==> config.mk <==
export PLATFORM = sky130hd
export DESIGN_NAME = tlb_invalidate_batcher_flat
export DESIGN_NICKNAME = d
export VERILOG_FILES = /design/src/sv/tlbib_pkg.sv /design/src/sv/tlbib_if.sv /design/src/sv/tlb_invalidate_batcher.sv /design/src/flat_wrapper.sv
export SDC_FILE = /design/constraint.sdc
export NUM_CORES = 1
export LEC_CHECK = 0
export BUFFER_PORTS_ARGS = -buffer_cell sky130_fd_sc_hd__buf_2
export CAP_MARGIN = 15
export CORE_UTILIZATION = 61
export CTS_CLUSTER_DIAMETER = 60
export DETAILED_ROUTE_END_ITERATION = 8
export PLACE_DENSITY = 0.82
export SETUP_SLACK_MARGIN = 0.2
export SLEW_MARGIN = 20
export SYNTH_ARGS = -nofsm -noshare
export SYNTH_HDL_FRONTEND = slang
export SYNTH_SLANG_ARGS = --single-unit
==> constraint.sdc <==
create_clock -name clock -period 5.8 [get_ports clock]
set_input_delay 0.29 -clock clock [delete_from_list [all_inputs] [get_ports clock]]
set_output_delay 0.29 -clock clock [all_outputs]
set_load 0.05 [all_outputs]
==> src/sv/tlbib_pkg.sv <==
// ----------------------------------------------------------------------------
// tlbib_pkg
// Shared types and constants for the TLB invalidate batcher.
// ----------------------------------------------------------------------------
package tlbib_pkg;

   // queue geometry
   localparam int QUEUE_DEPTH = 16;
   localparam int IDX_W       = (QUEUE_DEPTH > 1) ? $clog2(QUEUE_DEPTH) : 1;
   localparam int CNT_W       = $clog2(QUEUE_DEPTH + 2);

   // address / command layout
   localparam int ADDR_W     = 64;
   localparam int VALUE_W    = 64;
   localparam int PAGE_SHIFT = 12;
   localparam int PAGE_W     = 44;
   localparam int ASID_W     = 8;
   localparam int ASID_POS   = 48;
   localparam int KIND_W     = 2;

   // config port
   localparam int CSR_IDX_W  = 1;
   localparam int CSR_DATA_W = ASID_W;

   localparam logic [CSR_IDX_W-1:0] CSR_CONTEXT_ASID   = CSR_IDX_W'(0);
   localparam logic [CSR_IDX_W-1:0] CSR_KERNEL_CONTEXT = CSR_IDX_W'(1);

   // request operations
   localparam logic OP_QUEUE = 1'b0;
   localparam logic OP_FLUSH = 1'b1;

   typedef enum logic [KIND_W-1:0] {
      KIND_VA_ALL  = 2'd0,
      KIND_VA_ASID = 2'd1,
      KIND_ASID    = 2'd2,
      KIND_BARRIER = 2'd3
   } kind_type;

   typedef enum logic [1:0] {
      ST_IDLE,
      ST_DRAIN,
      ST_WHOLE,
      ST_BARRIER
   } state_type;

endpackage

==> src/sv/tlbib_if.sv <==
// ----------------------------------------------------------------------------
// tlbib_if
// Valid/ready channels for the TLB invalidate batcher requests and commands.
// ----------------------------------------------------------------------------
interface tlbib_req_if
   import tlbib_pkg::*;
();
   logic              valid;
   logic              ready;
   logic              operation;
   logic [ADDR_W-1:0] virt_addr;

   modport source (output valid, output operation, output virt_addr, input ready);
   modport sink   (input valid, input operation, input virt_addr, output ready);
endinterface

interface tlbib_rsp_if
   import tlbib_pkg::*;
();
   logic               valid;
   logic               ready;
   logic [KIND_W-1:0]  command_kind;
   logic [VALUE_W-1:0] command_value;
   logic               last;

   modport source (output valid, output command_kind, output command_value,
                   output last, input ready);
   modport sink   (input valid, input command_kind, input command_value,
                   input last, output ready);
endinterface

==> src/sv/tlb_invalidate_batcher.sv <==
// ----------------------------------------------------------------------------
// tlb_invalidate_batcher
// Collects page invalidations for one address space and drains them as
// a stream of TLB invalidate commands closed by a barrier.
// ----------------------------------------------------------------------------
// Usage:
//   req_chan : request transactions. operation = queue (store page of
//              virt_addr) or flush (drain the queue).
//   rsp_chan : command transactions (kind, value, last). last marks the
//              barrier, the final command of a flush.
//   csr_*    : write-only registers, context ASID and kernel flag; write
//              them only while no request is in flight.
// Flow:
//   A queue transaction stores the page or only bumps the count;
//   back-to-back queues run at one per cycle while no flush is draining.
//   A flush (or a kernel queue that hits a full queue) holds req ready low
//   while it drains; entries leave the page RAM one per cycle while rsp
//   ready is high (registered read, prefetched). Each entry moves from
//   the read register to the output register; the barrier follows the last
//   entry. An empty queue goes to the barrier; an overflowed one sends
//   whole-ASID first. req ready rises again once the barrier is shown.
// Reset: count cleared, config and state registers zero, output empty.
//   The page RAM has no reset; only entries below the count are ever read.
// Stall: a single output register holds the pending command; while it is
//   full and rsp ready is low, the drain and a full prefetch register pause.
// ----------------------------------------------------------------------------
module tlb_invalidate_batcher
   import tlbib_pkg::*;
(
   input  logic                  clock,
   input  logic                  reset,
   tlbib_req_if.sink             req_chan,
   tlbib_rsp_if.source           rsp_chan,
   input  logic                  csr_write_en,
   input  logic [CSR_IDX_W-1:0]  csr_index,
   input  logic [CSR_DATA_W-1:0] csr_write_data
);

   localparam logic [CNT_W-1:0] DEPTH_CNT = CNT_W'(QUEUE_DEPTH);
   localparam logic [CNT_W-1:0] OVF_CNT   = CNT_W'(QUEUE_DEPTH + 1);

   // config registers
   logic [ASID_W-1:0] asid_ff;
   logic              kernel_ff;

   // control state
   state_type         state_ff, state_in;
   logic [CNT_W-1:0]  count_ff, count_in;
   logic [CNT_W-1:0]  rd_idx_ff, rd_idx_in;     // next entry to fetch
   logic              q_valid_ff, q_valid_in;   // RAM read data holds an entry
   logic              store_after_ff, store_after_in;
   logic [PAGE_W-1:0] held_page_ff, held_page_in;

   // output register
   logic               rsp_valid_ff, rsp_valid_in;
   kind_type           rsp_kind_ff, rsp_kind_in;
   logic [VALUE_W-1:0] rsp_value_ff, rsp_value_in;
   logic               rsp_last_ff, rsp_last_in;

   // page RAM
   logic [PAGE_W-1:0] page_mem [QUEUE_DEPTH];
   logic [PAGE_W-1:0] mem_rdata_ff;
   logic              mem_we;
   logic [IDX_W-1:0]  mem_waddr;
   logic [PAGE_W-1:0] mem_wdata;
   logic              rd_en;

   logic              req_fire;
   logic              out_load;
   logic              overflow;
   logic [PAGE_W-1:0] req_page;
   logic [VALUE_W-1:0] asid_bits;

   assign req_chan.ready = (state_ff == ST_IDLE);
   assign req_fire       = req_chan.valid && req_chan.ready;
   assign req_page       = req_chan.virt_addr[PAGE_SHIFT +: PAGE_W];
   assign overflow       = (count_ff > DEPTH_CNT);
   assign out_load       = !rsp_valid_ff || rsp_chan.ready;
   assign asid_bits      = {{(VALUE_W - ASID_POS - ASID_W){1'b0}}, asid_ff,
                            {ASID_POS{1'b0}}};

   assign rsp_chan.valid         = rsp_valid_ff;
   assign rsp_chan.command_kind  = rsp_kind_ff;
   assign rsp_chan.command_value = rsp_value_ff;
   assign rsp_chan.last          = rsp_last_ff;

   // config writes
   always_ff @(posedge clock) begin
      if (reset) begin
         asid_ff   <= '0;
         kernel_ff <= 1'b0;
      end else if (csr_write_en) begin
         case (csr_index)
            CSR_CONTEXT_ASID:   asid_ff   <= csr_write_data[ASID_W-1:0];
            CSR_KERNEL_CONTEXT: kernel_ff <= csr_write_data[0];
            default: ;
         endcase
      end
   end

   // next state and outputs
   always_comb begin
      state_in       = state_ff;
      count_in       = count_ff;
      rd_idx_in      = rd_idx_ff;
      q_valid_in     = q_valid_ff;
      store_after_in = store_after_ff;
      held_page_in   = held_page_ff;
      rsp_valid_in   = rsp_valid_ff && !rsp_chan.ready;
      rsp_kind_in    = rsp_kind_ff;
      rsp_value_in   = rsp_value_ff;
      rsp_last_in    = rsp_last_ff;
      mem_we         = 1'b0;
      mem_waddr      = count_ff[IDX_W-1:0];
      mem_wdata      = req_page;
      rd_en          = 1'b0;

      case (state_ff)
         ST_IDLE: begin
            if (req_fire) begin
               if (req_chan.operation == OP_FLUSH) begin
                  rd_idx_in      = '0;
                  store_after_in = 1'b0;
                  state_in       = overflow ? ST_WHOLE : ST_DRAIN;
               end else if (count_ff < DEPTH_CNT) begin
                  mem_we   = 1'b1;
                  count_in = count_ff + CNT_W'(1);
               end else if (!kernel_ff) begin
                  count_in = OVF_CNT;   // user: saturate, whole-ASID later
               end else begin
                  // kernel: flush first, then store the page in slot 0
                  held_page_in   = req_page;
                  store_after_in = 1'b1;
                  rd_idx_in      = '0;
                  state_in       = overflow ? ST_WHOLE : ST_DRAIN;
               end
            end
         end

         ST_DRAIN: begin
            if (q_valid_ff && out_load) begin
               rsp_valid_in = 1'b1;
               rsp_last_in  = 1'b0;
               if (kernel_ff) begin
                  rsp_kind_in  = KIND_VA_ALL;
                  rsp_value_in = {{(VALUE_W - PAGE_W){1'b0}}, mem_rdata_ff};
               end else begin
                  rsp_kind_in  = KIND_VA_ASID;
                  rsp_value_in = asid_bits |
                                 {{(VALUE_W - PAGE_W){1'b0}}, mem_rdata_ff};
               end
               q_valid_in = 1'b0;
            end
            // prefetch the next entry when the read register frees up
            rd_en = (rd_idx_ff < count_ff) && (!q_valid_ff || out_load);
            if (rd_en) begin
               rd_idx_in  = rd_idx_ff + CNT_W'(1);
               q_valid_in = 1'b1;
            end
            if ((rd_idx_ff == count_ff) && !q_valid_ff) begin
               state_in = ST_BARRIER;
            end
         end

         ST_WHOLE: begin
            if (out_load) begin
               rsp_valid_in = 1'b1;
               rsp_kind_in  = KIND_ASID;
               rsp_value_in = asid_bits;
               rsp_last_in  = 1'b0;
               state_in     = ST_BARRIER;
            end
         end

         ST_BARRIER: begin
            if (out_load) begin
               rsp_valid_in = 1'b1;
               rsp_kind_in  = KIND_BARRIER;
               rsp_value_in = '0;
               rsp_last_in  = 1'b1;
               count_in     = '0;
               if (store_after_ff) begin
                  mem_we         = 1'b1;
                  mem_waddr      = '0;
                  mem_wdata      = held_page_ff;
                  count_in       = CNT_W'(1);
                  store_after_in = 1'b0;
               end
               state_in = ST_IDLE;
            end
         end

         default: state_in = ST_IDLE;
      endcase
   end

   // state register
   always_ff @(posedge clock) begin
      if (reset) begin
         state_ff       <= ST_IDLE;
         count_ff       <= '0;
         rd_idx_ff      <= '0;
         q_valid_ff     <= 1'b0;
         store_after_ff <= 1'b0;
         rsp_valid_ff   <= 1'b0;
      end else begin
         state_ff       <= state_in;
         count_ff       <= count_in;
         rd_idx_ff      <= rd_idx_in;
         q_valid_ff     <= q_valid_in;
         store_after_ff <= store_after_in;
         rsp_valid_ff   <= rsp_valid_in;
      end
   end

   // payload registers
   always_ff @(posedge clock) begin
      held_page_ff <= held_page_in;
      rsp_kind_ff  <= rsp_kind_in;
      rsp_value_ff <= rsp_value_in;
      rsp_last_ff  <= rsp_last_in;
   end

   // page RAM: one write port, one registered read port
   always_ff @(posedge clock) begin
      if (mem_we) begin
         page_mem[mem_waddr] <= mem_wdata;
      end
      if (rd_en) begin
         mem_rdata_ff <= page_mem[rd_idx_ff[IDX_W-1:0]];
      end
   end

endmodule
==> src/flat_wrapper.sv <==
// flat-port wrapper written by rule: the top's interface ports become plain ports
module tlb_invalidate_batcher_flat import tlbib_pkg::*;
  (clock, reset, csr_write_en, csr_index, csr_write_data, req_chan_valid, req_chan_operation, req_chan_virt_addr, req_chan_ready, rsp_chan_valid, rsp_chan_command_kind, rsp_chan_command_value, rsp_chan_last, rsp_chan_ready);
  tlbib_req_if req_chan_i ();
  tlbib_rsp_if rsp_chan_i ();
  input  logic clock;
  input  logic reset;
  input  logic csr_write_en;
  input  logic [CSR_IDX_W-1:0] csr_index;
  input  logic [CSR_DATA_W-1:0] csr_write_data;
  input wire logic [$bits(req_chan_i.valid)-1:0] req_chan_valid;
  input wire logic [$bits(req_chan_i.operation)-1:0] req_chan_operation;
  input wire logic [$bits(req_chan_i.virt_addr)-1:0] req_chan_virt_addr;
  output wire logic [$bits(req_chan_i.ready)-1:0] req_chan_ready;
  output wire logic [$bits(rsp_chan_i.valid)-1:0] rsp_chan_valid;
  output wire logic [$bits(rsp_chan_i.command_kind)-1:0] rsp_chan_command_kind;
  output wire logic [$bits(rsp_chan_i.command_value)-1:0] rsp_chan_command_value;
  output wire logic [$bits(rsp_chan_i.last)-1:0] rsp_chan_last;
  input wire logic [$bits(rsp_chan_i.ready)-1:0] rsp_chan_ready;
  assign req_chan_i.valid = req_chan_valid;
  assign req_chan_i.operation = req_chan_operation;
  assign req_chan_i.virt_addr = req_chan_virt_addr;
  assign req_chan_ready = req_chan_i.ready;
  assign rsp_chan_valid = rsp_chan_i.valid;
  assign rsp_chan_command_kind = rsp_chan_i.command_kind;
  assign rsp_chan_command_value = rsp_chan_i.command_value;
  assign rsp_chan_last = rsp_chan_i.last;
  assign rsp_chan_i.ready = rsp_chan_ready;
  tlb_invalidate_batcher u_core (.clock(clock), .reset(reset), .req_chan(req_chan_i), .rsp_chan(rsp_chan_i), .csr_write_en(csr_write_en), .csr_index(csr_index), .csr_write_data(csr_write_data));
endmodule
# == Word level (Yosys, flattened, before mapping) ==
# Memory sizes are Yosys's and may differ from the RTL's. A register that Yosys moved wholly into a read port is not among the register bits.
# Index checks and enable logic that the tools add are counted.
# word_totals
register_bits,135
output_inout_bits,69
mem_count,1
ram_bits,704
inputBits,79
# memory_table
memory,depth,word_bits,read_ports,rd_clocked_by_memory_dff,write_ports,line,text
u_core.page_mem,16,44,1,1,1,tlb_invalidate_batcher.sv:61,logic [PAGE_W-1:0] page_mem [QUEUE_DEPTH];
# op_classes
bitwise_logic,4
n_reduce_logical,25
n_addsub,2
n_lt_le_gt_ge,3
eq_ne,14
n_mux,59
# op_table
operator,count
$mux W64,4
$pmux W64 S3,1
$mux W44,3
$or A56 B44 Y56,1
$mux W5,10
$mux W1,20
$mux W2,10
$pmux W5 S2,2
$reduce_and A5 Y1,4
$mux W4,3
$add A5 B1 Y5 const B,2
$ne A2 B1 Y1 const B,5
$ne A3 B3 Y1 const B,3
$pmux W2 S4,1
$pmux W1 S2,3
$pmux W2 S3,1
$reduce_and A2 Y1,3
$reduce_and A6 Y1,1
$reduce_bool A2 Y1,3
$eq A5 B5 Y1,1
$gt A5 B5 Y1 const B,1
$logic_and A1 B1 Y1,5
$lt A5 B5 Y1,1
$lt A5 B5 Y1 const B,1
other kinds (11),18

# == Logic depth before layout (Yosys ltp) ==
# depth
word_depth,7
ltp_mapped,9

# == Least setup slack after synthesis ==
# No wires, ideal clock.
# synth_timing
kind,flip-flop to flip-flop
startpoint,register u_core.state_ff[1]
endpoint,"memory u_core.page_mem[15][0], enable pin"
arrival_ns,4.908
n_path_buf,0
required_time_ns,5.300
stages_incl_launch_ff,8
slack_ns,0.393
cell_sequence,dfxtp_1 -> inv_1 -> ha_1 -> nand2_1 -> or4_1 -> nor2_1 -> nand3_1 -> nor3_1
# synth_via
elab_chain_len,6
elab_cells_between_ends,8
classes_between,eq/ne: 1; mux: 5; reduce/logical: 2
# synth_lines
item,line,text
"start, declared",tlb_invalidate_batcher.sv:47,"state_type state_ff, state_in;"
"start signal, assigned",tlb_invalidate_batcher.sv:207,state_ff <= state_in;
$logic_not A2 Y1 *,tlb_invalidate_batcher.sv:74,assign req_chan.ready = (state_ff == ST_IDLE);
via req_chan_ready,flat_wrapper.sv:14,output wire logic [$bits(req_chan_i.ready)-1:0] req_chan_ready;
$logic_and A1 B1 Y1,tlb_invalidate_batcher.sv:75,assign req_fire = req_chan.valid && req_chan.ready;
$mux W1,tlb_invalidate_batcher.sv:120,if (req_fire) begin
$pmux W1 S2 *,tlb_invalidate_batcher.sv:118,case (state_ff)
$mux W1 *,tlb_invalidate_batcher.sv:226,if (mem_we) begin
$mux W1 (not written as such) *,tlb_invalidate_batcher.sv:227,page_mem[mem_waddr] <= mem_wdata;
"end, declared",tlb_invalidate_batcher.sv:61,
# The timed path passes the listed nets; every way through them passes the cells marked *.

# == Worst setup path in the final report ==
# layout_timing
startpoint,register u_core.state_ff[0]
endpoint,"memory u_core.page_mem[0][18], enable pin"
# layout_via
elab_chain_len,6
elab_cells_between_ends,8
classes_between,eq/ne: 1; mux: 5; reduce/logical: 2
# layout_lines
item,line
$logic_not A2 Y1,"tlb_invalidate_batcher.sv:74, tlb_invalidate_batcher.sv:118"
$logic_and A1 B1 Y1,tlb_invalidate_batcher.sv:75
$mux W1,tlb_invalidate_batcher.sv:120
$pmux W1 S2,tlb_invalidate_batcher.sv:118
$mux W1,tlb_invalidate_batcher.sv:226
$mux W1 (not written as such),tlb_invalidate_batcher.sv:227
# Parallel ways exist; a longest one is shown, timed or not.

==> qor.txt <==
Status -> finished, final reports clean
Core footprint -> 53700 µm²
Yosys reg bits -> 871
Post-CTS resize count -> 0
Avg Synthesized Cell Area -> 23.1 µm²
Total gr overflow -> 0
FFs w/ async S/R, synth -> 0%
Critical path, cell by cell -> ha_1 > and3_4 > a21oi_1 > nor2_4 > buf_4
DRC viols -> 0
Place WS -> 1.76 ns
Layout cells sized above 1 -> 32.2%
Chip width -> 235 µm
Slowest stage delay, CP -> 1.02 ns
Final WS setup -> 1.64 ns
DR iter-0 viols -> 1894
Period utilisation layout -> 71.8%
Crit path kind -> register to register
Critical path required time -> 6.10 ns
Leakage power -> 11.9 nW
Max Clock Skew -> 0.0356 ns
Via count -> 15900
Cell variety after synth -> 45
EDFF count, synth -> 847
Worst Tran Pin Value -> 1.15 ns
Worst Setup End Kind -> register
Final ANT Viol Nets -> 0
Crit path DAT -> 4.46 ns
Max cap viols -> 0
Number of global-route vias before repair -> 16700
First-pass GRT wire length -> 110000 µm
Layout area overhead -> 14.2%
CTS tree -> yes
Peak Freq -> 0.240 GHz
Die area -> 55300 µm²
Via density -> 6.58
H-Tree Depth -> 3
Clk_lat worst skew -> 0.64 ns
Ys flop type -> edfxtp_1
Mapped Area -> 33100 µm²
Row cnt -> 85
YS warnings -> 0
Io pins -> 148
Pwr Density -> 404 nW/µm²
Hpwl dp -> 35500 µm
Post-Route WL -> 74900 µm
HP Class -> input pin to register
Antenna violations before repair -> 1
Worst path slowest cell -> and3_4
Clock sink count -> 871
Largest net degree at the start of global routing -> 70
Slew headroom -> 23.1%
Total track usage -> 27.9%
TNS Setup -> 0 ns
Core Util, Final -> 70.4%
Setup violators final -> 0
Crit path launch type -> register
Antenna diodes -> 0
Final Hold Vio Count -> 0
Longest Clk Path Bufs -> 3
Cells after Synth -> 1435
Pre-Repair DR Iteration Count -> 5
Routed length per placed instance -> 31.0 µm
RD Place Congestion -> 0.824
Slew Viols, Final -> 0
Crit path time final -> 4.16 ns
Port Buffer Count -> 115
CTS buffer count -> 83
Initial Util -> 61.7%
Fin Hold WS -> 0.0344 ns
RSZ-0062 raised after global routing -> no
Reg clk slew, reported paths -> 0.06 ns
Sequential area share after synthesis -> 78.2%
Crit path max fanout -> 54
Total Nets Final -> 1745
Max IR drop VDD -> 0.291 mV
Clock Tree Root -> clkbuf_16
Layout Cells excl Fill -> 2413
# fillers -> 2965
Die H -> 235 µm
Dpl cells -> 2210
synthesized netlist by cell type (2+ instances only):
| master | number | area share, % |
|---|---|---|
| o31ai_1 | 2 | 0.045 |
| nand3_1 | 9 | 0.14 |
| buf_2 | 19 | 0.29 |
| nor3b_1 | 2 | 0.045 |
| dfxtp_1 | 24 | 1.5 |
| mux2_2 | 44 | 1.5 |
| or4_1 | 3 | 0.068 |
| o21a_1 | 2 | 0.045 |
| and2_1 | 52 | 0.98 |
| or3_1 | 2 | 0.038 |
| o211ai_1 | 2 | 0.045 |
| buf_1 | 10 | 0.11 |
| mux4_2 | 220 | 15 |
| mux2i_1 | 9 | 0.27 |
| clkbuf_1 | 29 | 0.33 |
| nor3_1 | 14 | 0.21 |
| buf_6 | 10 | 0.34 |
| nand4_1 | 2 | 0.038 |
| nor2_1 | 29 | 0.33 |
| nand2b_1 | 2 | 0.038 |
| a21oi_1 | 14 | 0.21 |
| o21ai_0 | 3 | 0.045 |
| a22o_1 | 2 | 0.053 |
| buf_4 | 13 | 0.29 |
| inv_1 | 14 | 0.16 |
| nand2_1 | 21 | 0.24 |
| ha_1 | 13 | 0.49 |
| nor2b_1 | 3 | 0.057 |
| edfxtp_1 | 847 | 77 |
| a31oi_1 | 2 | 0.038 |
| o21bai_1 | 3 | 0.068 |
layer usage:
layer / vias to the layer above / part of all wire, % / GRT usage [%]
li1: 6413 / - / -
met1: 8226 / 36 / 36.0
met2: 1016 / 52 / 47.5
met3: 223 / 8.1 / 4.45
met4: 2 / 4.0 / 12.4
met5: - / 0.016 / 0
worst max-delay path: cells and delay by family, from the launching register on:
| family | cells | cell delay (ns) |
|---|---|---|
| AOI/OAI and AO/OA | 1 | 0.50 |
| adders and majority gates | 1 | 0.44 |
| buffers and inverters | 1 | 0.42 |
| DFF | 1 | 0.43 |
| and+or+nand+nor | 2 | 2.03 |
final timing paths:
kind                 startpoint                      to  slack, ns  cells past startpoint
max reg2reg  u_core.state_ff[0]  u_core.page_mem[0][18]       1.64                      5
min reg2reg   u_core.asid_ff[5]       u_core.asid_ff[5]       0.49                      2
max          u_core.state_ff[0]  u_core.page_mem[0][18]       1.64                      5
min          req_chan_operation   u_core.store_after_ff       0.03                      3
cells by family after synthesis:
group	Yosys count	synth area share, %
adder cells (fa/ha/maj)	13	0.491
AND/OR/NAND/NOR	144	2.28
other	1	0.0113
AO/OA/AOI/OAI	38	0.755
flip-flops	871	78.2
buffers and inverters	95	1.52
multiplexers	273	16.7
metrics by stage:
step / area (µm²) / power (mW)
floorplan: 33200 / 9.42
global placement: 34600 / 9.93
detailed placement: 34600 / 9.99
CTS: 37800 / 15.4
global route: 37800 / 15.7
finish: 37800 / 15.3
registers in the layout, indices dropped and copies added, names as in the netlist:
signal	cells
u_core.rsp_chan.last	1
u_core.rsp_chan.valid	1
u_core.kernel_ff	1
u_core.mem_rdata_ff	44
u_core.rsp_chan.command_value	52
u_core.page_mem	704
u_core.store_after_ff	1
u_core.state_ff	2
u_core.rd_idx_ff	5
u_core.asid_ff	8
u_core.count_ff	5
u_core.held_page_ff	44
u_core.q_valid_ff	1
u_core.rsp_chan.command_kind	2
cells in the final DEF (no fill, tap or decap), types with 3 or more instances in the layout:
master / n
buf_12: 5
and2_1: 52
nor2_1: 21
o21bai_1: 3
o21ai_0: 3
buf_2: 115
ha_1: 13
clkbuf_1: 20
mux4_2: 220
or4_1: 3
dfxtp_1: 20
mux2_2: 44
dlygate4sd3_1: 54
clkbuf_16: 86
bufinv_16: 8
dfxtp_4: 3
inv_6: 3
edfxtp_1: 847
clkinvlp_4: 3
nand2_1: 21
nor2_4: 8
buf_4: 29
nand3_1: 9
nor2b_1: 3
inv_1: 13
a21oi_1: 14
nor3_1: 3
clkinv_1: 15
clkinv_2: 11
mux2i_1: 9
conb_1: 12
nor3_2: 11
repair_timing:
action / CTS / global route
setup buffers: 0 / 0
hold buffers: 54 / 0
hold endpoints to repair: 53 / 0
report_power, final:
| group | leakage (nW) | internal, mW | switching, mW |
|---|---|---|---|
| Combinational | 2.71 | 0.721 | 1.60 |
| Sequential | 7.86 | 7.43 | 0.177 |
| Clock | 1.30 | 3.08 | 2.27 |
area by class of cell:
cell class,count,area [µm²],area share [%]
Multi-Input combinational cell,480,6880,18.2
Inverter,14,52.6,0.139
Clock buffer,106,2230,5.89
Tap cell,696,871,2.30
Timing Repair Buffer,203,1430,3.79
Clock inverter,43,444,1.17
Sequential cell,871,25900,68.5
No activity file was read; power rests on OpenSTA's default activity.
